<file path="src/design/c2p_pkg.sv">
// Shared types, constants and the arctangent table for the cartesian-to-polar core.
`timescale 1ns / 1ps

package c2p_pkg;

    // Port field widths
    localparam int COORD_WIDTH     = 16;
    localparam int MAG_WIDTH       = 16;
    localparam int OUT_ANGLE_WIDTH = 16;

    // Datapath formats
    localparam int CORDIC_FRAC    = 16;
    localparam int DATA_WIDTH     = COORD_WIDTH + CORDIC_FRAC + 3;
    localparam int ANGLE_WIDTH    = 32;
    localparam int ITERATIONS_DEF = 16;
    localparam int QUEUE_DEPTH    = 2;

    // 1/K in Q31, K being the converged rotation gain
    localparam logic [31:0] GAIN_Q31 = 32'h4DBA_76D4;
    // Magnitude scaling: Q31 gain and fractional datapath bits
    localparam int MAG_SHIFT = 31 + CORDIC_FRAC;

    localparam logic [ANGLE_WIDTH-1:0] ANGLE_PI    = 32'h8000_0000;
    localparam logic [ANGLE_WIDTH-1:0] ANGLE_ZERO  = 32'h0000_0000;
    localparam logic [ANGLE_WIDTH-1:0] ANGLE_ROUND = 32'h0000_8000;

    // Input request
    typedef struct packed {
        logic signed [COORD_WIDTH-1:0] x_coord;
        logic signed [COORD_WIDTH-1:0] y_coord;
    } point_t;

    // Result
    typedef struct packed {
        logic [MAG_WIDTH-1:0]              magnitude;
        logic signed [OUT_ANGLE_WIDTH-1:0] angle;
    } polar_t;

    // Classified work item; axis points bypass the rotations
    typedef struct packed {
        logic                          special;
        logic signed [DATA_WIDTH-1:0]  x;
        logic signed [DATA_WIDTH-1:0]  y;
        logic [ANGLE_WIDTH-1:0]        z;
    } work_t;

    // atan(2^-idx) scaled so that 2^32 is a full turn, rounded to nearest
    function automatic logic [ANGLE_WIDTH-1:0] atan_entry(input logic [4:0] idx);
        logic [ANGLE_WIDTH-1:0] val;
        case (idx)
            5'd0:    val = 32'h2000_0000;
            5'd1:    val = 32'h12E4_051E;
            5'd2:    val = 32'h09FB_385B;
            5'd3:    val = 32'h0511_11D4;
            5'd4:    val = 32'h028B_0D43;
            5'd5:    val = 32'h0145_D7E1;
            5'd6:    val = 32'h00A2_F61E;
            5'd7:    val = 32'h0051_7C55;
            5'd8:    val = 32'h0028_BE53;
            5'd9:    val = 32'h0014_5F2F;
            5'd10:   val = 32'h000A_2F98;
            5'd11:   val = 32'h0005_17CC;
            5'd12:   val = 32'h0002_8BE6;
            5'd13:   val = 32'h0001_45F3;
            5'd14:   val = 32'h0000_A2FA;
            5'd15:   val = 32'h0000_517D;
            5'd16:   val = 32'h0000_28BE;
            5'd17:   val = 32'h0000_145F;
            5'd18:   val = 32'h0000_0A30;
            5'd19:   val = 32'h0000_0518;
            5'd20:   val = 32'h0000_028C;
            5'd21:   val = 32'h0000_0146;
            5'd22:   val = 32'h0000_00A3;
            5'd23:   val = 32'h0000_0051;
            5'd24:   val = 32'h0000_0029;
            5'd25:   val = 32'h0000_0014;
            5'd26:   val = 32'h0000_000A;
            5'd27:   val = 32'h0000_0005;
            5'd28:   val = 32'h0000_0003;
            5'd29:   val = 32'h0000_0001;
            5'd30:   val = 32'h0000_0001;
            default: val = 32'h0000_0000;
        endcase
        return val;
    endfunction

endpackage

</file>
<file path="src/design/c2p_front.sv">
// Front end: classifies a request and pre-rotates left-half-plane points by pi.
`timescale 1ns / 1ps

module c2p_front
    import c2p_pkg::*;
(
    input  point_t point,
    output work_t  item
);

    logic signed [DATA_WIDTH-1:0] xi;
    logic signed [DATA_WIDTH-1:0] yi;
    logic signed [DATA_WIDTH-1:0] x_fold;
    logic signed [DATA_WIDTH-1:0] y_fold;
    logic                         x_neg;
    logic                         y_zero;

    assign xi     = DATA_WIDTH'(point.x_coord);
    assign yi     = DATA_WIDTH'(point.y_coord);
    assign x_neg  = point.x_coord[COORD_WIDTH-1];
    assign y_zero = (point.y_coord == '0);

    // Turn the point by pi when it lies left of the y axis
    assign x_fold = x_neg ? -xi : xi;
    assign y_fold = x_neg ? -yi : yi;

    // On the x axis the result is known: |x| and 0 or -pi
    always_comb
    begin
        item.special = y_zero;
        item.z       = x_neg ? ANGLE_PI : ANGLE_ZERO;
        if (y_zero)
        begin
            item.x = x_fold;
            item.y = '0;
        end
        else
        begin
            item.x = x_fold <<< CORDIC_FRAC;
            item.y = y_fold <<< CORDIC_FRAC;
        end
    end

endmodule

</file>
<file path="config.mk">
export PLATFORM = sky130hd
export DESIGN_NAME = c2p_front
export DESIGN_NICKNAME = d
export VERILOG_FILES = /design/src/design/c2p_pkg.sv /design/src/design/c2p_front.sv
export SDC_FILE = /design/constraint.sdc
export NUM_CORES = 1
export LEC_CHECK = 0
export ABC_AREA = 0
export BUFFER_PORTS_ARGS = -buffer_cell sky130_fd_sc_hd__clkbuf_2
export CORE_ASPECT_RATIO = 0.7
export CORE_MARGIN = 2
export CORE_UTILIZATION = 40
export DETAILED_ROUTE_END_ITERATION = 12
export GPL_ROUTABILITY_DRIVEN = 0
export PLACE_DENSITY = 0.95
export SYNTH_ARGS = -nofsm -noshare
export SYNTH_HDL_FRONTEND = slang
export SYNTH_SLANG_ARGS = --single-unit
</file>
<file path="constraint.sdc">
create_clock -name vclk -period 5.95
set_input_delay 0.8925 -clock vclk [all_inputs]
set_output_delay 0.8925 -clock vclk [all_outputs]
set_load 0.03 [all_outputs]
</file>
==> results.tsv, run 1 <==
stage	metric	value	unit
floorplan	io_pins	135	
power	ir_drop	41.8	uV
clocking	cts_resized	0	
worst_setup_path	crit_path_start_kind	input port	
floorplan	die_x	72.2	um
logic_synthesis	synth_cell_types	37	
logic_synthesis	synthXorXnorAreaFrac	0.161	
worst_setup_path	slowest_delay	0.66	ns
logic_synthesis	yosysSeqAreaShare	0	
clocking	post_cts_buffers	0	
logic_synthesis	synth_area_per_cell	6.68	um2
grt	grt_pass1_wl	4620	um
logic_synthesis	synth-adder-area-share	0.0192	
power	powerDensity	116	mW/mm2
worst_setup_path	cp.arrival	3.06	ns
detailed_routing	antenna_left	0	
logic_synthesis	synth_cells	195	
logic_synthesis	yosys-top-cells-area	buf_4 (30%), xor2_1 (11%), nor2_1 (11%)	
floorplan	fp.dieArea	0.00374	mm2
logic_synthesis	ys_warn_count	0	
run	max_cap_violations	0	
timing	fin_crit_sh	0.665	
final_layout	drive_above_1_share	0.374	
floorplan	die_y	51.7	um
timing	max-slew-margin-rel	0.572	
logic_synthesis	synth_most_common_cell	buf_4	
final_layout	nets	301	
timing	rsz0062_at_grt	no	
worst_setup_path	crit_required	5.06	ns
logic_synthesis	yosys-mux-area-fraction	0.0327	
logic_synthesis	synth_compound_area_frac	0.179	
logic_synthesis	synth_top_family_by_area	buffers and inverters	
worst_setup_path	end_kind	output port	
final_layout	n_fill_cell	325	
timing	hold_viol_final	0	
final_layout	nFlopsAndLatches	0	
final_layout	multi_input_area	0.00103	mm2
worst_hold_path	worstHoldPathType	input port to output port	
detailed_routing	routed_wl	3200	um
worst_setup_path	worstPathCellList	clkbuf_2 > or4_1 > nor3_2 > nand2_2 > inv_2 > o31ai_1 > clkbuf_2	
outcome	status	complete, no violations	
grt	gr-total-overflow	0	
logic_synthesis	post-synth-top-area-fraction	0.300	
timing	timing.fmax	0.253	GHz
timing	tns	0	ns
final_layout	final_area	0.00152	mm2
logic_synthesis	synth_area	0.00130	mm2
power	power.leakage	0.851	nW
timing	tightest_slew	0.642	ns
timing	period_needed	3.96	ns
detailed_routing	first_pass_iters	4	
placed_design	port_buffers	85	
placed_design	placed_area	0.00152	mm2
grt	grt_use_total	0.148	
worst_setup_path	crit_path_top_delay_cell	or4_1	
detailed_routing	drt-initial-drc-count	36	
detailed_routing	vias	1385	
detailed_routing	wl_per_cell	10.6	um
logic_synthesis	yosys.area.top_type	buf_4	
floorplan	start_util	0.417	
final_layout	area_growth_syn_to_layout	16.7	%
grt	antenna_found_initial	0	
detailed_routing	post-route-drc-count	0	
clocking	hold_buffers	0	
final_layout	clockBufferCount	0	
final_layout	register_area	0	um2
logic_synthesis	synth_commonest_cells	buf_4 (52), nor2_1 (39), xor2_1 (17)	
logic_synthesis	synthSimpleGateAreaFrac	0.254	
worst_setup_path	worstSetupPathType	input port to output port	
timing	slew_violations	0	
timing	setup_viol	0	
floorplan	rows	17	
final_layout	diodes	0	
floorplan	core_area	0.00313	mm2
worst_setup_path	crit_path_max_fanout	27	
worst_setup_path	worst_path_most_repeated_cell	clkbuf_2	
placed_design	hpwl	2720	um
grt	grt_max_degree	34	
detailed_routing	via_per_inst	4.57	
grt	grt_pass1_vias	1036	
[metal layers]
metal / up-vias / GRT usage / share of wire
met1: 619 / 0.211 / 0.45
met5: - / 0 / 0
met4: 0 / 0 / 0
li1: 700 / - / -
met3: 0 / 0.0116 / 0.076
met2: 66 / 0.260 / 0.47
[layout by cell type (no fill, tap or decap), drive strengths merged, types with 2 or more instances in the layout]
cell type	instances
a21oi	4
clkbuf	85
conb	50
ha	2
inv	5
mux2	2
mux2i	2
nand2	3
nand2b	3
nor2	39
nor3	3
nor4	2
o21ai	5
o31ai	11
o41ai	7
or2	3
or3	2
or3b	2
or4	6
xnor2	7
xor2	17
[final cells by class]
cell class / instances / share of cell area
well taps: 38 / 0.0313
inverters: 5 / 0.0123
repair buffers: 85 / 0.280
multi-input cells: 175 / 0.677
[stage by stage]
| stage | setup WS [ns] | hold slack, ns | cells | power, mW | util |
|---|---|---|---|---|---|
| 3_3_place_gp | 2.08 | 2.13 | 303 | 0.174 | 0.486 |
| 2_1_floorplan | 2.43 | 1.92 | 244 | 0.157 | - |
| 4_1_cts | 1.97 | 2.13 | 303 | 0.176 | 0.486 |
| 6_report | 1.99 | 2.13 | 303 | 0.176 | 0.486 |
| 5_1_grt | 1.76 | 2.15 | 303 | 0.189 | 0.486 |
| 3_5_place_dp | 1.98 | 2.13 | 303 | 0.176 | 0.486 |
[path summary, 6_finish.rpt]
| check | depth (start not counted) | end | from | slack (ns) |
|---|---|---|---|---|
| worst min-delay path | 3 | item[58] | point[10] | 2.13 |
| worst max-delay path | 7 | item[65] | point[4] | 1.99 |
[where the power goes]
group,leakage (nW),switching (mW),internal [mW]
Clock,0,0,0
Sequential,0,0,0
Combinational,0.851,0.133,0.0425
[worst max-delay path: cells and delay by family]
family	cells	cell delay [ns]
simple gates	3	1.28
compound gates	1	0.13
buf+inv	3	0.75
[cell families after synthesis]
family | Yosys count
xor+xnor | 24
other cells | 1
compound gates | 30
buf+inv | 69
mux | 4
fa+ha+maj | 2
simple gates | 65
No activity file was read; power rests on OpenSTA's default activity.
==> inputs of run 2 (changes only) <==
Settings changed: CORE_UTILIZATION 40 to 34, PLACE_DENSITY 0.95 to 0.87.
Clock period 5.95 ns to 3.4 ns, I/O delays scaled along.
==> run 2 against run 1 <==
Total power increased by 76%. Die area increased by 16%. Critical path depth decreased by 1. Global-route usage decreased by 1.5 points. Cell area increased by 1.5%. Worst setup slack got worse by 1.6 ns. Wire length increased by 5.1%. Count of clock-buffer cells in the layout unchanged. Non-clock buffer count increased by 1. Combinational power increased by 76%. Via count decreased by 0.43%.
==> results.tsv, run 2 (synthesis results as in run 1) <==
stage	metric	value	unit	change
grt	grt_max_degree	34		unchanged
grt	antenna_found_initial	0		unchanged
outcome	status	complete, no violations		
worst_hold_path	worstHoldPathType	input port to output port		
power	switching_share	0.759		about the same
power	p_switching	235	uW	+76%
final_layout	drive_above_1_share	0.376		+0.00235
final_layout	register_area	0	um2	unchanged
detailed_routing	first_pass_iters	4		unchanged
power	power_frac_clock	0		unchanged
power	power.leakage	0.855	nW	+0.49%
worst_setup_path	crit_path_max_fanout	7		-74%
power	ir_drop	111	uV	+170%
placed_design	preCtsSetupSlack	0.411	ns	-1.57 ns
grt	grt_pass1_vias	1107		+6.9%
clocking	post_cts_buffers	0		unchanged
final_layout	nFlopsAndLatches	0		unchanged
timing	tns	0	ns	unchanged
timing	tightest_slew	0.677	ns	+0.0341 ns
clocking	cts_resized	0		unchanged
power	power	309	uW	+76%
floorplan	fp.dieArea	0.00435	mm2	+16%
worst_setup_path	slowest_delay	0.66	ns	about the same
timing	slew_violations	0		unchanged
timing	setup_viol	0		unchanged
power	powerDensity	200	mW/mm2	+73%
final_layout	n_fill_cell	389		+20%
final_layout	final_cell_mix	clkbuf_2 (85), conb_1 (50), nor2_1 (39)		
run	max_cap_violations	0		unchanged
worst_setup_path	worstSetupPathType	input port to output port		
detailed_routing	wl_per_cell	10.6	um	+0.77%
final_layout	layout_commonest_cell	clkbuf_2		
floorplan	rows	18		+1
timing	fin_crit_sh	0.879		
worst_setup_path	cp.arrival	2.48	ns	-0.58 ns
grt	gr-total-overflow	0		unchanged
power	internal-power	74.5	uW	+75%
worst_setup_path	worstPathCellList	clkbuf_2 > or4_1 > or3_4 > o31ai_4 > mux2_1 > clkbuf_2		
placed_design	hpwl	2790	um	+2.3%
grt	grt_pass1_wl	5060	um	+9.7%
placed_design	port_buffers	85		unchanged
timing	rsz0062_at_grt	no		
worst_setup_path	worst_path_most_repeated_cell	clkbuf_2		
detailed_routing	drt-initial-drc-count	28		-22%
final_layout	diodes	0		unchanged
detailed_routing	via_per_inst	4.36		-4.5%
placed_design	placed_area	0.00154	mm2	+1.5%
timing	period_needed	2.99	ns	
detailed_routing	antenna_left	0		unchanged
power	power_frac_seq	0		unchanged
worst_setup_path	crit_required	2.89	ns	-2.17 ns
floorplan	core_area	0.00360	mm2	+15%
worst_setup_path	crit_path_top_delay_cell	or4_1		
clocking	hold_buffers	0		unchanged
final_layout	final_area	0.00154	mm2	+1.5%
floorplan	die_y	55.8	um	+7.8%
detailed_routing	vias	1379		-0.43%
worst_setup_path	crit_path_start_kind	input port		
worst_setup_path	end_kind	output port		
floorplan	start_util	0.361		-0.0551
power	combPwrFrac	1.000		about the same
timing	timing.fmax	0.335	GHz	
final_layout	clockBufferCount	0		unchanged
floorplan	io_pins	135		unchanged
timing	hold_viol_final	0		unchanged
detailed_routing	routed_wl	3360	um	+5.1%
floorplan	die_x	78.0	um	+8.0%
timing	max-slew-margin-rel	0.549		-0.0228
detailed_routing	post-route-drc-count	0		unchanged
final_layout	nets	302		+0.33%
grt	grt_use_total	0.133		-0.0151
final_layout	area_growth_syn_to_layout	18.4	%	
timing	setup_ws	0.411	ns	-1.58 ns
[run 2: per-layer routing]
layer	vias up	wire length, um	GRT usage
met2	66	1570	0.229
met1	617	1570	0.198
met3	0	227	0.00162
met4	0	0	0
met5	-	0	0
li1	696	-	-
[run 2: layout make-up]
type	instances	area, um2	share of cell area
Multi-Input combinational cell	175	1030	0.667
Timing Repair Buffer	86	433	0.281
Tap cell	50	62.6	0.0406
Inverter	5	18.8	0.0122
[run 2: worst paths after layout]
kind | start | end | slack (ns) | cells after the start
worst max-delay path | point[4] | item[60] | 0.41 | 6
worst min-delay path | point[6] | item[54] | 1.38 | 3
[run 2: worst max-delay path: cells and delay by family]
family	cells	cell delay (ns)
multiplexers	1	0.34
AO/OA/AOI/OAI	1	0.22
buffers and inverters	2	0.30
AND/OR/NAND/NOR	2	1.11
[run 2: through the flow]
stage,utilization,instances,hold slack (ns)
after floorplan,-,244,1.15
after global placement,0.428,316,1.36
after detailed placement,0.428,316,1.38
after CTS,0.428,316,1.38
after global routing,0.428,316,1.40
final,0.428,316,1.38
[run 2: power groups by stage]
stage	clock network (mW)	registers (mW)	logic, mW
final	0	0	0.309
after floorplan	0	0	0.275
after global routing	0	0	0.331
after CTS	0	0	0.309
after global placement	0	0	0.304
after detailed placement	0	0	0.308
==> inputs of run 3 (changes only) <==
Settings changed: RECOVER_POWER set to 100.
==> run 3 against run 2 <==
Combinational power decreased by 3%. Critical path depth decreased by 1. Worst hold slack improved by 0.025 ns. Utilization decreased by 1.9 points. Global-route usage unchanged. Wire length increased by 0.83%. Count of clock-buffer cells in the layout unchanged. Total power decreased by 2.9%. Critical endpoint is now item[72]. Largest cell class unchanged.
==> results.tsv, run 3 (synthesis results as in run 1) <==
stage	metric	value	unit	change
worst_setup_path	worst_path_most_repeated_cell	clkbuf_1		
floorplan	die_y	55.8	um	unchanged
worst_hold_path	worstHoldPathType	input port to output port		
placed_design	placed_area	0.00154	mm2	unchanged
floorplan	start_util	0.361		unchanged
detailed_routing	wl_per_cell	10.7	um	+0.83%
clocking	post_cts_buffers	0		unchanged
detailed_routing	post-route-drc-count	0		unchanged
worst_setup_path	slowest_delay	1.04	ns	+0.38 ns
final_layout	diodes	0		unchanged
placed_design	hpwl	2790	um	unchanged
timing	tns	0	ns	unchanged
worst_setup_path	path_buf_inv	2		unchanged
worst_hold_path	hold_depth	3		unchanged
detailed_routing	dr_wl_met3	193	um	-15%
floorplan	core_area	0.00360	mm2	unchanged
timing	fin_crit_sh	0.893		+0.0143
grt	antenna_found_initial	0		unchanged
power	ir_drop	108	uV	-2.7%
power	powerDensity	203	mW/mm2	+1.5%
detailed_routing	top_layer	met3		
outcome	status	complete, no violations		
detailed_routing	first_pass_iters	4		unchanged
worst_setup_path	cp.arrival	2.53	ns	+0.05 ns
worst_setup_path	end_kind	output port		
final_layout	register_area	0	um2	unchanged
placed_design	port_buffers	85		unchanged
grt	grt_use_total	0.133		unchanged
final_layout	fin_util	0.409		-0.0187
timing	hold_viol_final	0		unchanged
grt	grt_max_degree	34		unchanged
floorplan	die_x	78.0	um	unchanged
timing	slew_violations	0		unchanged
final_layout	clockBufferCount	0		unchanged
grt	grt_pass1_vias	1107		unchanged
final_layout	n_fill_cell	421		+8.2%
run	max_cap_violations	0		unchanged
timing	max-slew-margin-rel	0.0256		-0.523
final_layout	final_area	0.00148	mm2	-4.4%
timing	tightest_slew	1.46	ns	+0.785 ns
final_layout	nFlopsAndLatches	0		unchanged
detailed_routing	via_per_inst	4.40		+0.80%
grt	gr-total-overflow	0		unchanged
detailed_routing	drt-initial-drc-count	37		+32%
floorplan	rows	18		unchanged
detailed_routing	wl_met2	1570	um	-0.13%
worst_setup_path	crit_path_top_delay_cell	clkbuf_1		
floorplan	io_pins	135		unchanged
timing	timing.fmax	0.329	GHz	-1.6%
worst_setup_path	crit_cells	5		-1
worst_setup_path	crit_family	buffers and inverters		
detailed_routing	m1WireLength	1630	um	+4.0%
detailed_routing	antenna_left	0		unchanged
detailed_routing	vias	1390		+0.80%
grt	grt_pass1_wl	5060	um	unchanged
clocking	cts_resized	0		unchanged
power	power.leakage	0.696	nW	-19%
clocking	hold_buffers	0		unchanged
power	power	300	uW	-2.9%
timing	period_needed	3.04	ns	+0.0485 ns
worst_setup_path	worstSetupPathType	input port to output port		
final_layout	final_cell_mix	conb_1 (50), clkbuf_1 (50), nor2_1 (39)		
worst_setup_path	worstPathCellList	clkbuf_1 > o21ai_0 > xor2_1 > nor2_1 > clkbuf_1		
final_layout	drive_above_1_share	0.184		-0.192
detailed_routing	routed_wl	3390	um	+0.83%
floorplan	fp.dieArea	0.00435	mm2	unchanged
timing	rsz0062_at_grt	no		
final_layout	area_growth_syn_to_layout	13.3	%	
worst_setup_path	crit_required	2.89	ns	about the same
worst_setup_path	crit_path_start_kind	input port		
worst_setup_path	crit_path_max_fanout	33		+26
final_layout	nets	302		unchanged
timing	setup_viol	0		unchanged
==> run 3: worst paths after layout <==
check | from | endpoint | slack, ns
setup / recovery | point[31] | item[72] | 0.36
hold / removal | point[6] | item[54] | 1.40
==> run 3: final cells by class <==
class              instances  area [um2]  area share
inverters                  5        18.8      0.0127
well taps                 50        62.6      0.0424
repair buffers            86         370       0.251
multi-input cells        175        1020       0.694
==> run 3: where the power goes <==
group	internal, mW	switching [mW]
clock network	0	0
registers	0	0
logic	0.0652	0.235
total	0.0652	0.235
==> run 3: layer usage <==
metal  track usage  vias to the layer above
met2         0.229                       61
met3       0.00162                        0
met1         0.198                      630
li1              -                      699
met5             0                        -
met4             0                        0
==> run 3: stage by stage <==
step | hold WS [ns] | instances | worst slack, ns
global route | 1.44 | 316 | 0.186
detailed placement | 1.38 | 316 | 0.411
global placement | 1.36 | 316 | 0.449
finish | 1.40 | 316 | 0.362
floorplan | 1.15 | 244 | 0.647
CTS | 1.38 | 316 | 0.410
