### config.mk
export PLATFORM = sky130hd
export DESIGN_NAME = c2p_queue
export DESIGN_NICKNAME = d
export VERILOG_FILES = /design/src/design/c2p_pkg.sv /design/src/design/c2p_queue.sv
export SDC_FILE = /design/constraint.sdc
export NUM_CORES = 1
export LEC_CHECK = 0
export BUFFER_PORTS_ARGS = -buffer_cell sky130_fd_sc_hd__buf_4
export CAP_MARGIN = 5
export CORE_MARGIN = 10
export CORE_UTILIZATION = 56
export CTS_CLUSTER_SIZE = 24
export DETAILED_ROUTE_END_ITERATION = 6
export HOLD_SLACK_MARGIN = 0.06
export PLACE_DENSITY = 0.8
export SYNTH_ARGS = -nofsm -noshare
export SYNTH_HDL_FRONTEND = slang
export SYNTH_SLANG_ARGS = --single-unit
### constraint.sdc
create_clock -name clk -period 11.7 [get_ports clk]
set_input_delay 3.51 -clock clk [delete_from_list [all_inputs] [get_ports clk]]
set_output_delay 3.51 -clock clk [all_outputs]
set_load 0.03 [all_outputs]
### src/design/c2p_pkg.sv
// Shared types, constants and the arctangent table for the cartesian-to-polar core.
`timescale 1ns / 1ps

package c2p_pkg;

    // Port field widths
    localparam int COORD_WIDTH     = 16;
    localparam int MAG_WIDTH       = 16;
    localparam int OUT_ANGLE_WIDTH = 16;

    // Datapath formats
    localparam int CORDIC_FRAC    = 16;
    localparam int DATA_WIDTH     = COORD_WIDTH + CORDIC_FRAC + 3;
    localparam int ANGLE_WIDTH    = 32;
    localparam int ITERATIONS_DEF = 16;
    localparam int QUEUE_DEPTH    = 2;

    // 1/K in Q31, K being the converged rotation gain
    localparam logic [31:0] GAIN_Q31 = 32'h4DBA_76D4;
    // Magnitude scaling: Q31 gain and fractional datapath bits
    localparam int MAG_SHIFT = 31 + CORDIC_FRAC;

    localparam logic [ANGLE_WIDTH-1:0] ANGLE_PI    = 32'h8000_0000;
    localparam logic [ANGLE_WIDTH-1:0] ANGLE_ZERO  = 32'h0000_0000;
    localparam logic [ANGLE_WIDTH-1:0] ANGLE_ROUND = 32'h0000_8000;

    // Input request
    typedef struct packed {
        logic signed [COORD_WIDTH-1:0] x_coord;
        logic signed [COORD_WIDTH-1:0] y_coord;
    } point_t;

    // Result
    typedef struct packed {
        logic [MAG_WIDTH-1:0]              magnitude;
        logic signed [OUT_ANGLE_WIDTH-1:0] angle;
    } polar_t;

    // Classified work item; axis points bypass the rotations
    typedef struct packed {
        logic                          special;
        logic signed [DATA_WIDTH-1:0]  x;
        logic signed [DATA_WIDTH-1:0]  y;
        logic [ANGLE_WIDTH-1:0]        z;
    } work_t;

    // atan(2^-idx) scaled so that 2^32 is a full turn, rounded to nearest
    function automatic logic [ANGLE_WIDTH-1:0] atan_entry(input logic [4:0] idx);
        logic [ANGLE_WIDTH-1:0] val;
        case (idx)
            5'd0:    val = 32'h2000_0000;
            5'd1:    val = 32'h12E4_051E;
            5'd2:    val = 32'h09FB_385B;
            5'd3:    val = 32'h0511_11D4;
            5'd4:    val = 32'h028B_0D43;
            5'd5:    val = 32'h0145_D7E1;
            5'd6:    val = 32'h00A2_F61E;
            5'd7:    val = 32'h0051_7C55;
            5'd8:    val = 32'h0028_BE53;
            5'd9:    val = 32'h0014_5F2F;
            5'd10:   val = 32'h000A_2F98;
            5'd11:   val = 32'h0005_17CC;
            5'd12:   val = 32'h0002_8BE6;
            5'd13:   val = 32'h0001_45F3;
            5'd14:   val = 32'h0000_A2FA;
            5'd15:   val = 32'h0000_517D;
            5'd16:   val = 32'h0000_28BE;
            5'd17:   val = 32'h0000_145F;
            5'd18:   val = 32'h0000_0A30;
            5'd19:   val = 32'h0000_0518;
            5'd20:   val = 32'h0000_028C;
            5'd21:   val = 32'h0000_0146;
            5'd22:   val = 32'h0000_00A3;
            5'd23:   val = 32'h0000_0051;
            5'd24:   val = 32'h0000_0029;
            5'd25:   val = 32'h0000_0014;
            5'd26:   val = 32'h0000_000A;
            5'd27:   val = 32'h0000_0005;
            5'd28:   val = 32'h0000_0003;
            5'd29:   val = 32'h0000_0001;
            5'd30:   val = 32'h0000_0001;
            default: val = 32'h0000_0000;
        endcase
        return val;
    endfunction

endpackage

### src/design/c2p_queue.sv
// Short queue that decouples the front end from the rotation pipeline.
`timescale 1ns / 1ps

module c2p_queue
    import c2p_pkg::*;
(
    input  logic  clk,
    input  logic  rst_n,
    input  logic  wr_valid,
    input  work_t wr_item,
    output logic  wr_stall,
    output logic  rd_valid,
    output work_t rd_item,
    input  logic  rd_stall
);

    localparam int PTR_W = $clog2(QUEUE_DEPTH);
    localparam int CNT_W = $clog2(QUEUE_DEPTH + 1);

    work_t            mem_reg [QUEUE_DEPTH];
    logic [PTR_W-1:0] wr_ptr_reg, wr_ptr_next;
    logic [PTR_W-1:0] rd_ptr_reg, rd_ptr_next;
    logic [CNT_W-1:0] count_reg, count_next;
    logic             push;
    logic             pop;

    assign wr_stall = (count_reg == CNT_W'(QUEUE_DEPTH));
    assign rd_valid = (count_reg != '0);
    assign rd_item  = mem_reg[rd_ptr_reg];
    assign push     = wr_valid && !wr_stall;
    assign pop      = rd_valid && !rd_stall;

    // Pointer wrap and fill count
    always_comb
    begin
        wr_ptr_next = wr_ptr_reg;
        rd_ptr_next = rd_ptr_reg;
        count_next  = count_reg;
        if (push)
            wr_ptr_next = (wr_ptr_reg == PTR_W'(QUEUE_DEPTH - 1)) ? '0 : wr_ptr_reg + 1'b1;
        if (pop)
            rd_ptr_next = (rd_ptr_reg == PTR_W'(QUEUE_DEPTH - 1)) ? '0 : rd_ptr_reg + 1'b1;
        if (push && !pop)
            count_next = count_reg + 1'b1;
        else if (pop && !push)
            count_next = count_reg - 1'b1;
    end

    always_ff @(posedge clk or negedge rst_n)
    begin
        if (!rst_n)
        begin
            wr_ptr_reg <= '0;
            rd_ptr_reg <= '0;
            count_reg  <= '0;
        end
        else
        begin
            wr_ptr_reg <= wr_ptr_next;
            rd_ptr_reg <= rd_ptr_next;
            count_reg  <= count_next;
        end
    end

    // Storage
    always_ff @(posedge clk)
    begin
        if (push)
            mem_reg[wr_ptr_reg] <= wr_item;
    end

endmodule

==> results of run 1 <==
[cell usage after synthesis]
cell,n,area (um^2)
sky130_fd_sc_hd__edfxtp_1,206,6190
sky130_fd_sc_hd__mux2_4,60,901
sky130_fd_sc_hd__mux2_2,43,484
sky130_fd_sc_hd__buf_6,7,78.8
sky130_fd_sc_hd__buf_2,4,20.0
sky130_fd_sc_hd__dfrtp_1,4,100
sky130_fd_sc_hd__xnor2_1,3,26.3
sky130_fd_sc_hd__inv_1,2,7.51
sky130_fd_sc_hd__nand2b_1,2,12.5
sky130_fd_sc_hd__nor2_1,2,7.51
sky130_fd_sc_hd__xor2_1,2,17.5
sky130_fd_sc_hd__and3_1,1,6.26
sky130_fd_sc_hd__buf_8,1,15.0
sky130_fd_sc_hd__ha_1,1,12.5
sky130_fd_sc_hd__nand2_1,1,3.75
sky130_fd_sc_hd__or2_2,1,6.26
[cell usage in the layout (no fill, tap or decap), drive strengths merged]
cell type  netlist  layout
buf             12     214
edfxtp         206     206
mux2           103     103
clkbuf           0      24
clkinv           0      10
dfrtp            4       4
xnor2            3       3
nand2b           2       2
inv              2       2
xor2             2       2
clkinvlp         0       2
nor2             2       2
or2              1       1
nand2            1       1
and3             1       1
ha               1       1
bufinv           0       1
[per-layer routing]
metal | vias up | global-route usage [%] | part of all wire [%]
met5 | - | 0 | 0
li1 | 1795 | - | -
met4 | 0 | 4.50 | 1.6
met2 | 167 | 25.8 | 48
met3 | 22 | 6.78 | 10
met1 | 1884 | 19.5 | 40
[cell families after synthesis]
| kind of cell | share of synthesized area [%] |
|---|---|
| mux | 17.6 |
| simple gates | 0.460 |
| fa+ha+maj | 0.159 |
| flops | 79.7 |
| xor+xnor | 0.555 |
| buf+inv | 1.54 |
[per-stage QoR]
stage | hold slack, ns | worst slack, ns
after floorplan | 0.456 | 3.25
after global placement | 0.476 | 5.77
after detailed placement | 0.477 | 5.73
after CTS | 0.489 | 5.20
after global routing | 0.533 | 5.10
final | 0.485 | 5.24
[worst max-delay path, cell delays in order (launching register included)]
cell	delay, ns
sky130_fd_sc_hd__dfrtp_4	0.89
sky130_fd_sc_hd__buf_4	0.84
sky130_fd_sc_hd__mux2_2	0.43
sky130_fd_sc_hd__buf_4	0.17
[worst paths after layout]
path	startpoint	end	slack, ns	cells past startpoint
setup / recovery	rd_ptr_reg$_DFFE_PN0P_	rd_item[82]	5.24	3
hold / removal	count_reg[1]$_DFFE_PN0P_	count_reg[1]$_DFFE_PN0P_	0.48	1
setup reg to reg	count_reg[0]$_DFFE_PN0P_	mem_reg[0][21]$_DFFE_PP_	8.86	4
hold reg to reg	count_reg[1]$_DFFE_PN0P_	count_reg[1]$_DFFE_PN0P_	0.48	1
max in group asynchronous	rst_n	rd_ptr_reg$_DFFE_PN0P_	8.78	1
min in group asynchronous	rst_n	count_reg[0]$_DFFE_PN0P_	2.81	1
[final cells by class]
class / count / area (um^2) / area share (%)
Clock buffer: 24 / 537 / 5.24
Clock inverter: 13 / 88.8 / 0.867
Inverter: 2 / 7.51 / 0.0733
Multi-Input combinational cell: 116 / 1490 / 14.5
Sequential cell: 210 / 6290 / 61.4
Tap cell: 180 / 225 / 2.20
Timing Repair Buffer: 214 / 1610 / 15.7
[power groups by stage]
stage / Sequential (mW) / Clock [mW] / Combinational, mW
2_1_floorplan: 1.10 / 0 / 0.800
3_3_place_gp: 1.12 / 0 / 1.10
3_5_place_dp: 1.13 / 0 / 1.11
4_1_cts: 1.12 / 0.624 / 1.12
5_1_grt: 1.13 / 0.653 / 1.16
6_report: 1.11 / 0.606 / 1.10
==> qor.yml, run 1 <==
status: "complete, no violations"
floorplan.die_area_mm2: 0.0192
numClockSinks: 210
numPlacedInstances: 722
synth.net_count: 448
ys_ff_latch: 210
vdd.ir_drop.worst_mv: 0.199
netlist_instances: 340
place.port_buffers: 211
largest_register_ff_count: 206
fin_setup_tns_ns: 0
timing.critical_path.to_type: "primary output"
root_buffer: "sky130_fd_sc_hd__clkbuf_16"
cp-start-kind: "flop"
fin_crit_ns: 6.46
detail_route.wl_per_cell_um: 21.0
global_route_wire_length_before_repair_um: 24500
rsz_0062_raised_after_global_routing: "no"
power_report.internal_total_mw: 1.85
cts_post_setup_buffers_inserted: 0
global_route.usage.total_pct: 16.0
skew_ns: 0.00598
dp_hpwl_um: 11200
distinct_cell_type_count_of_the_synthesized_netlist: 16
initial_antenna_violation_count: 0
timing.hold.worst.class: "flop to flop"
wl_um: 16000
final_cell_area_mm2: 0.0102
cts_buffers: 21
first_global_vias: 4272
drt_iter0_markers: 203
top_level_ports: 212
detailroute.via_count: 3868
pin_count_of_the_biggest_net_entering_global_routing: 66
static-leakage-power_nw: 4.01
drv.max_cap_violation_count: 0
slew_headroom_pct: 26.9
layout-area-overhead-vs-synth_pct: 29.9
n_antenna_cell: 0
final_global_route_overflow_total: 0
num-nets-final: 673
number_of_warning_messages_in_the_yosys_log: 0
report.final.slew_viol_count: 0
finalHoldViolCount: 0
floorplan.core_area_mm2: 0.0138
die_width_um: 139
maximum_number_of_buffers_from_clock_root_to_sink: 3
ctsHtreeMaxLevel: 1
starting_density_of_the_core_pct: 57.0
fill_cells: 829
p_seq_share_pct: 39.5
fmax_mhz: 155
post_drt_via_cell_ratio: 5.10
p_switching_mw: 0.964
share_clk_of_total_power_pct: 21.5
drt.antenna.violating_nets: 0
path_class: "flop to primary output"
fin_total_pwr_mw: 2.81
path_clk_slew_ns: 0.06
rows: 43
power_per_cell_area_mw_per_mm2: 275
setup_viol_count_final: 0
fin_cells: 759
layout_cells_sized_above_1_pct: 60.4
timing.critical_path.fanout_max: 63
power_switching_share_pct: 34.3
cts_tree: "yes"
cts_stage_hold_buffer_count: 0
seq_area_frac_synth_pct: 79.7
synthesis.area_per_instance_um2: 23.2
drtPass1Iterations: 6
drc_errors: 0
place_congestion: 0.747
insertion_delay_ns: 0.48
floorplan.die.height_um: 139
area_of_the_mapped_netlist_mm2: 0.00789
tightestPinTransition_ns: 1.09
cts.repair.resized: 0
period_utilization_pct: 55.2
worstPathRequired_ns: 8.19
cp.arrival_ns: 2.95
layout.core_utilization_pct: 74.1
postPlaceCellArea_mm2: 0.00962
comb_power_share_pct: 39.0
(Power assumes the default switching activity.)
==> run 2, diff against run 1 <==
CORE_UTILIZATION = 52   (was 56)
PLACE_DENSITY = 0.75   (was 0.8)
clock period = 6.37 ns   (was 11.7 ns; I/O delays follow)
==> qor.yml, run 2 (synthesized netlist as in run 1, its figures left out) <==
insertion_delay_ns: 0.49
starting_density_of_the_core_pct: 53.6
final_cell_area_mm2: 0.0103
place.port_buffers: 211
layout.cells.most_common: "sky130_fd_sc_hd__buf_4"
finalHoldViolCount: 0
setup_viol_count_final: 0
skew_ns: 0.0185
detailroute.via_count: 3866
cts.repair.resized: 0
vdd.ir_drop.worst_mv: 0.304
top_level_ports: 212
ctsHtreeMaxLevel: 1
pin_count_of_the_biggest_net_entering_global_routing: 69
initial_antenna_violation_count: 0
drc_errors: 0
slew_headroom_pct: 16.9
num-nets-final: 675
path_common_cell: "sky130_fd_sc_hd__buf_4"
cts_stage_hold_buffer_count: 0
floorplan.core_area_mm2: 0.0147
fin_setup_tns_ns: 0
cp-start-kind: "flop"
drt.antenna.violating_nets: 0
fin_crit_ns: 4.60
global_route_wire_length_before_repair_um: 23900
first_global_vias: 4336
period_utilization_pct: 72.1
rows: 44
worst_path_dominant_cell_family: "flip-flops"
dp_hpwl_um: 11200
place_congestion: 0.716
cts_buffers: 22
critical_path.slowest_cell: "sky130_fd_sc_hd__dfrtp_4"
final_global_route_overflow_total: 0
drv.max_cap_violation_count: 0
status: "complete, no violations"
drtPass1Iterations: 4
layout-area-overhead-vs-synth_pct: 30.4
cts_post_setup_buffers_inserted: 0
global_route.usage.total_pct: 14.9
rsz_0062_raised_after_global_routing: "no"
path_class: "flop to primary output"
ff2ff_setup_slack_ns: 3.86
worstPathCellList: "buf_4 > mux2_2 > buf_4"
postPlaceCellArea_mm2: 0.00964
n_antenna_cell: 0
post_drt_via_cell_ratio: 5.09
layout_cells_sized_above_1_pct: 60.2
cts_tree: "yes"
tightestPinTransition_ns: 1.24
numClockSinks: 210
timing.hold.worst.class: "flop to flop"
static-leakage-power_nw: 4.03
layout_common_cells: "sky130_fd_sc_hd__buf_4 (214), sky130_fd_sc_hd__edfxtp_1 (206), sky130_fd_sc_hd__mux2_4 (60), sky130_fd_sc_hd__mux2_2 (43), sky130_fd_sc_hd__clkbuf_16 (23)"
detail_route.wl_per_cell_um: 21.0
timing.critical_path.fanout_max: 60
critPathMaxStageDelay_ns: 1.11
worstPathRequired_ns: 4.46
die_width_um: 143
power_per_cell_area_mw_per_mm2: 507
drt_iter0_markers: 227
maximum_number_of_buffers_from_clock_root_to_sink: 3
root_buffer: "sky130_fd_sc_hd__clkbuf_16"
largest_register_ff_count: 206
floorplan.die.height_um: 143
report.final.slew_viol_count: 0
path_clk_slew_ns: 0.05
wl_um: 16000
floorplan.die_area_mm2: 0.0205
cp.arrival_ns: 2.68
cp_num_buf_inv: 2
fmax_mhz: 218
timing.critical_path.to_type: "primary output"
## run 2: area by class of cell
cell class,count,area [um^2]
clock inverter,5,46.3
inverter,2,7.51
timing repair buffer,215,1630
fill,980,4410
clock buffer,28,594
multi-input combinational,116,1490
tap,184,230
sequential,210,6290
## run 2: worst paths after layout
check,depth (start not counted),end,start
setup / recovery,3,rd_item[11],rd_ptr_reg$_DFFE_PN0P_
hold / removal,1,count_reg[1]$_DFFE_PN0P_,count_reg[1]$_DFFE_PN0P_
setup reg to reg,4,mem_reg[0][74]$_DFFE_PP_,count_reg[0]$_DFFE_PN0P_
hold reg to reg,1,count_reg[1]$_DFFE_PN0P_,count_reg[1]$_DFFE_PN0P_
max in group asynchronous,1,rd_ptr_reg$_DFFE_PN0P_,rst_n
min in group asynchronous,1,wr_ptr_reg$_DFFE_PN0N_,rst_n
## run 2: power by group
group	switching [mW]	internal (mW)
Clock	0.461	0.689
Sequential	0.171	1.89
Combinational	1.13	0.871
## run 2: per-stage QoR
step | total power, mW | hold WS (ns) | std cells | setup slack (ns) | utilization, %
global route | 5.45 | 0.550 | 760 | 1.63 | 70.0
detailed placement | 4.13 | 0.516 | 727 | 2.25 | 65.6
CTS | 5.28 | 0.524 | 760 | 1.74 | 70.0
floorplan | 3.47 | 0.456 | 340 | 1.25 | -
global placement | 4.10 | 0.471 | 727 | 2.25 | 65.6
finish | 5.22 | 0.522 | 760 | 1.77 | 70.0
## run 2: metal layers
metal  wire length (um)  vias to the layer above  global-route usage, %
met5                  0                        -                      0
met4                188                        0                   3.47
met3               1920                       24                   6.97
met2               7780                      168                   24.9
met1               6110                     1879                   17.1
li1                   -                     1795                      -
==> run 3, diff against run 2 <==
CORE_UTILIZATION = 47   (was 52)
PLACE_DENSITY = 0.71   (was 0.75)
clock period = 4.1 ns   (was 6.37 ns; I/O delays follow)
==> qor.yml, run 3 (synthesized netlist as in run 1, its figures left out) <==
global_route.usage.total_pct: 13.7
top_level_ports: 212
slew_headroom_pct: 45.3
cp.arrival_ns: 2.29
first_global_vias: 4315
static-leakage-power_nw: 4.08
post_drt_via_cell_ratio: 4.91
cts.repair.resized: 0
fin_crit_ns: 3.52
path_clk_slew_ns: 0.06
p_switching_mw: 2.78
cts_post_setup_buffers_inserted: 0
cp-start-kind: "flop"
cts_tree: "yes"
ff_latch_area_mm2: 0.00629
path_common_cell: "sky130_fd_sc_hd__buf_4"
tightestPinTransition_ns: 0.819
drt_iter0_markers: 202
power_report.internal_total_mw: 5.45
status: "complete, no violations"
insertion_delay_ns: 0.49
floorplan.die.height_um: 150
layout_cells_sized_above_1_pct: 60.1
global_route_wire_length_before_repair_um: 24200
rsz_0062_raised_after_global_routing: "no"
path_class: "flop to primary output"
floorplan.die_area_mm2: 0.0224
root_buffer: "sky130_fd_sc_hd__clkbuf_16"
vdd.ir_drop.worst_mv: 0.524
drc_errors: 0
num-nets-final: 678
comb_power_share_pct: 39.2
detail_route.wl_per_cell_um: 20.2
multi_input_logic_area_mm2: 0.00149
critPathMaxStageDelay_ns: 0.83
wl_um: 16300
timing.critical_path.to_type: "primary output"
layout-area-overhead-vs-synth_pct: 32.5
drv.max_cap_violation_count: 0
rows: 47
share_clk_of_total_power_pct: 22.6
drtPass1Iterations: 4
initial_antenna_violation_count: 0
report.final.slew_viol_count: 0
p_seq_share_pct: 38.2
worst_path_dominant_cell_family: "flip-flops"
skew_ns: 0.0119
place.port_buffers: 211
timing.critical_path.fanout_max: 36
power_per_cell_area_mw_per_mm2: 788
dp_hpwl_um: 11200
cp_num_buf_inv: 2
period_utilization_pct: 85.8
timing.hold.worst.class: "flop to flop"
fmax_mhz: 284
final_cell_area_mm2: 0.0104
ctsHtreeMaxLevel: 1
cts_buffers: 22
maximum_number_of_buffers_from_clock_root_to_sink: 3
cts_stage_hold_buffer_count: 0
power_switching_share_pct: 33.7
postPlaceCellArea_mm2: 0.00976
timing.hold.ws_ns: 0.491
layout.cells.most_common: "sky130_fd_sc_hd__buf_4"
largest_register_ff_count: 206
pin_count_of_the_biggest_net_entering_global_routing: 49
dpl_worst_slack_ns: 1.05
layout_common_cells: "sky130_fd_sc_hd__buf_4 (213), sky130_fd_sc_hd__edfxtp_1 (206), sky130_fd_sc_hd__mux2_4 (60), sky130_fd_sc_hd__mux2_2 (43), sky130_fd_sc_hd__clkbuf_16 (23)"
worstPathRequired_ns: 2.87
n_antenna_cell: 0
detailroute.via_count: 3957
fin_total_pwr_mw: 8.23
starting_density_of_the_core_pct: 47.7
drt.antenna.violating_nets: 0
fill_cells: 1193
finalHoldViolCount: 0
numClockSinks: 210
critical_path.slowest_cell: "sky130_fd_sc_hd__dfrtp_4"
postLayoutSetupSlackWorst_ns: 0.584
setup_viol_count_final: 0
worstPathCellList: "buf_4 > mux2_2 > buf_4"
die_width_um: 150
place_congestion: 0.728
floorplan.core_area_mm2: 0.0165
final_global_route_overflow_total: 0
fin_setup_tns_ns: 0
-- run 3: cell count changes in the layout (fill, tap and decap cells not counted), sizes merged --
cell and delta:
clkinv +3, buf +3, clkbuf +4
-- run 3: power groups by stage --
| stage | clock network [mW] | logic, mW | registers [mW] |
|---|---|---|---|
| finish | 1.86 | 3.23 | 3.14 |
| detailed placement | 0 | 3.28 | 3.19 |
| global route | 2.03 | 3.40 | 3.19 |
| floorplan | 0 | 2.29 | 3.08 |
| global placement | 0 | 3.24 | 3.17 |
| CTS | 1.92 | 3.29 | 3.15 |
-- run 3: path summary, 6_finish.rpt --
kind                                            end  cells after the start                     start  slack [ns]
max in group asynchronous    rd_ptr_reg$_DFFE_PN0P_                      1                     rst_n        3.46
hold / removal             count_reg[1]$_DFFE_PN0P_                      1  count_reg[1]$_DFFE_PN0P_        0.49
setup / recovery                         rd_item[3]                      3    rd_ptr_reg$_DFFE_PN0P_        0.58
min in group asynchronous    wr_ptr_reg$_DFFE_PN0N_                      1                     rst_n        0.53
setup reg to reg           mem_reg[0][37]$_DFFE_PP_                      4  count_reg[0]$_DFFE_PN0P_        1.98
hold reg to reg            count_reg[1]$_DFFE_PN0P_                      1  count_reg[1]$_DFFE_PN0P_        0.49
-- run 3: per-layer routing --
layer	global-route usage (%)	vias to the layer above	wire, um
met4	3.53	0	245
met2	21.9	176	7740
met1	16.8	1955	6400
met3	5.89	21	1880
met5	0	-	0
li1	-	1805	-
-- run 3: metrics by stage --
| stage | cells | util [%] |
|---|---|---|
| 5_1_grt | 806 | 63.2 |
| 3_5_place_dp | 766 | 59.1 |
| 2_1_floorplan | 340 | - |
| 3_3_place_gp | 766 | 59.1 |
| 6_report | 806 | 63.2 |
| 4_1_cts | 806 | 63.2 |
-- run 3: cell type report --
type,count,share of cell area (%)
inverters,2,0.0718
repair buffers,218,16.3
clock buffers,32,6.02
well taps,220,2.63
multi-input cells,116,14.3
flip-flops and latches,210,60.2
clock inverters,8,0.551
-- run 3: worst reg2reg max path, stage by stage, from the launching register on --
cell                       delay, ns
sky130_fd_sc_hd__dfrtp_1        0.41
sky130_fd_sc_hd__nand2b_1       0.18
sky130_fd_sc_hd__nand2_1        0.15
sky130_fd_sc_hd__nor2_4         0.65
sky130_fd_sc_hd__buf_12         0.36
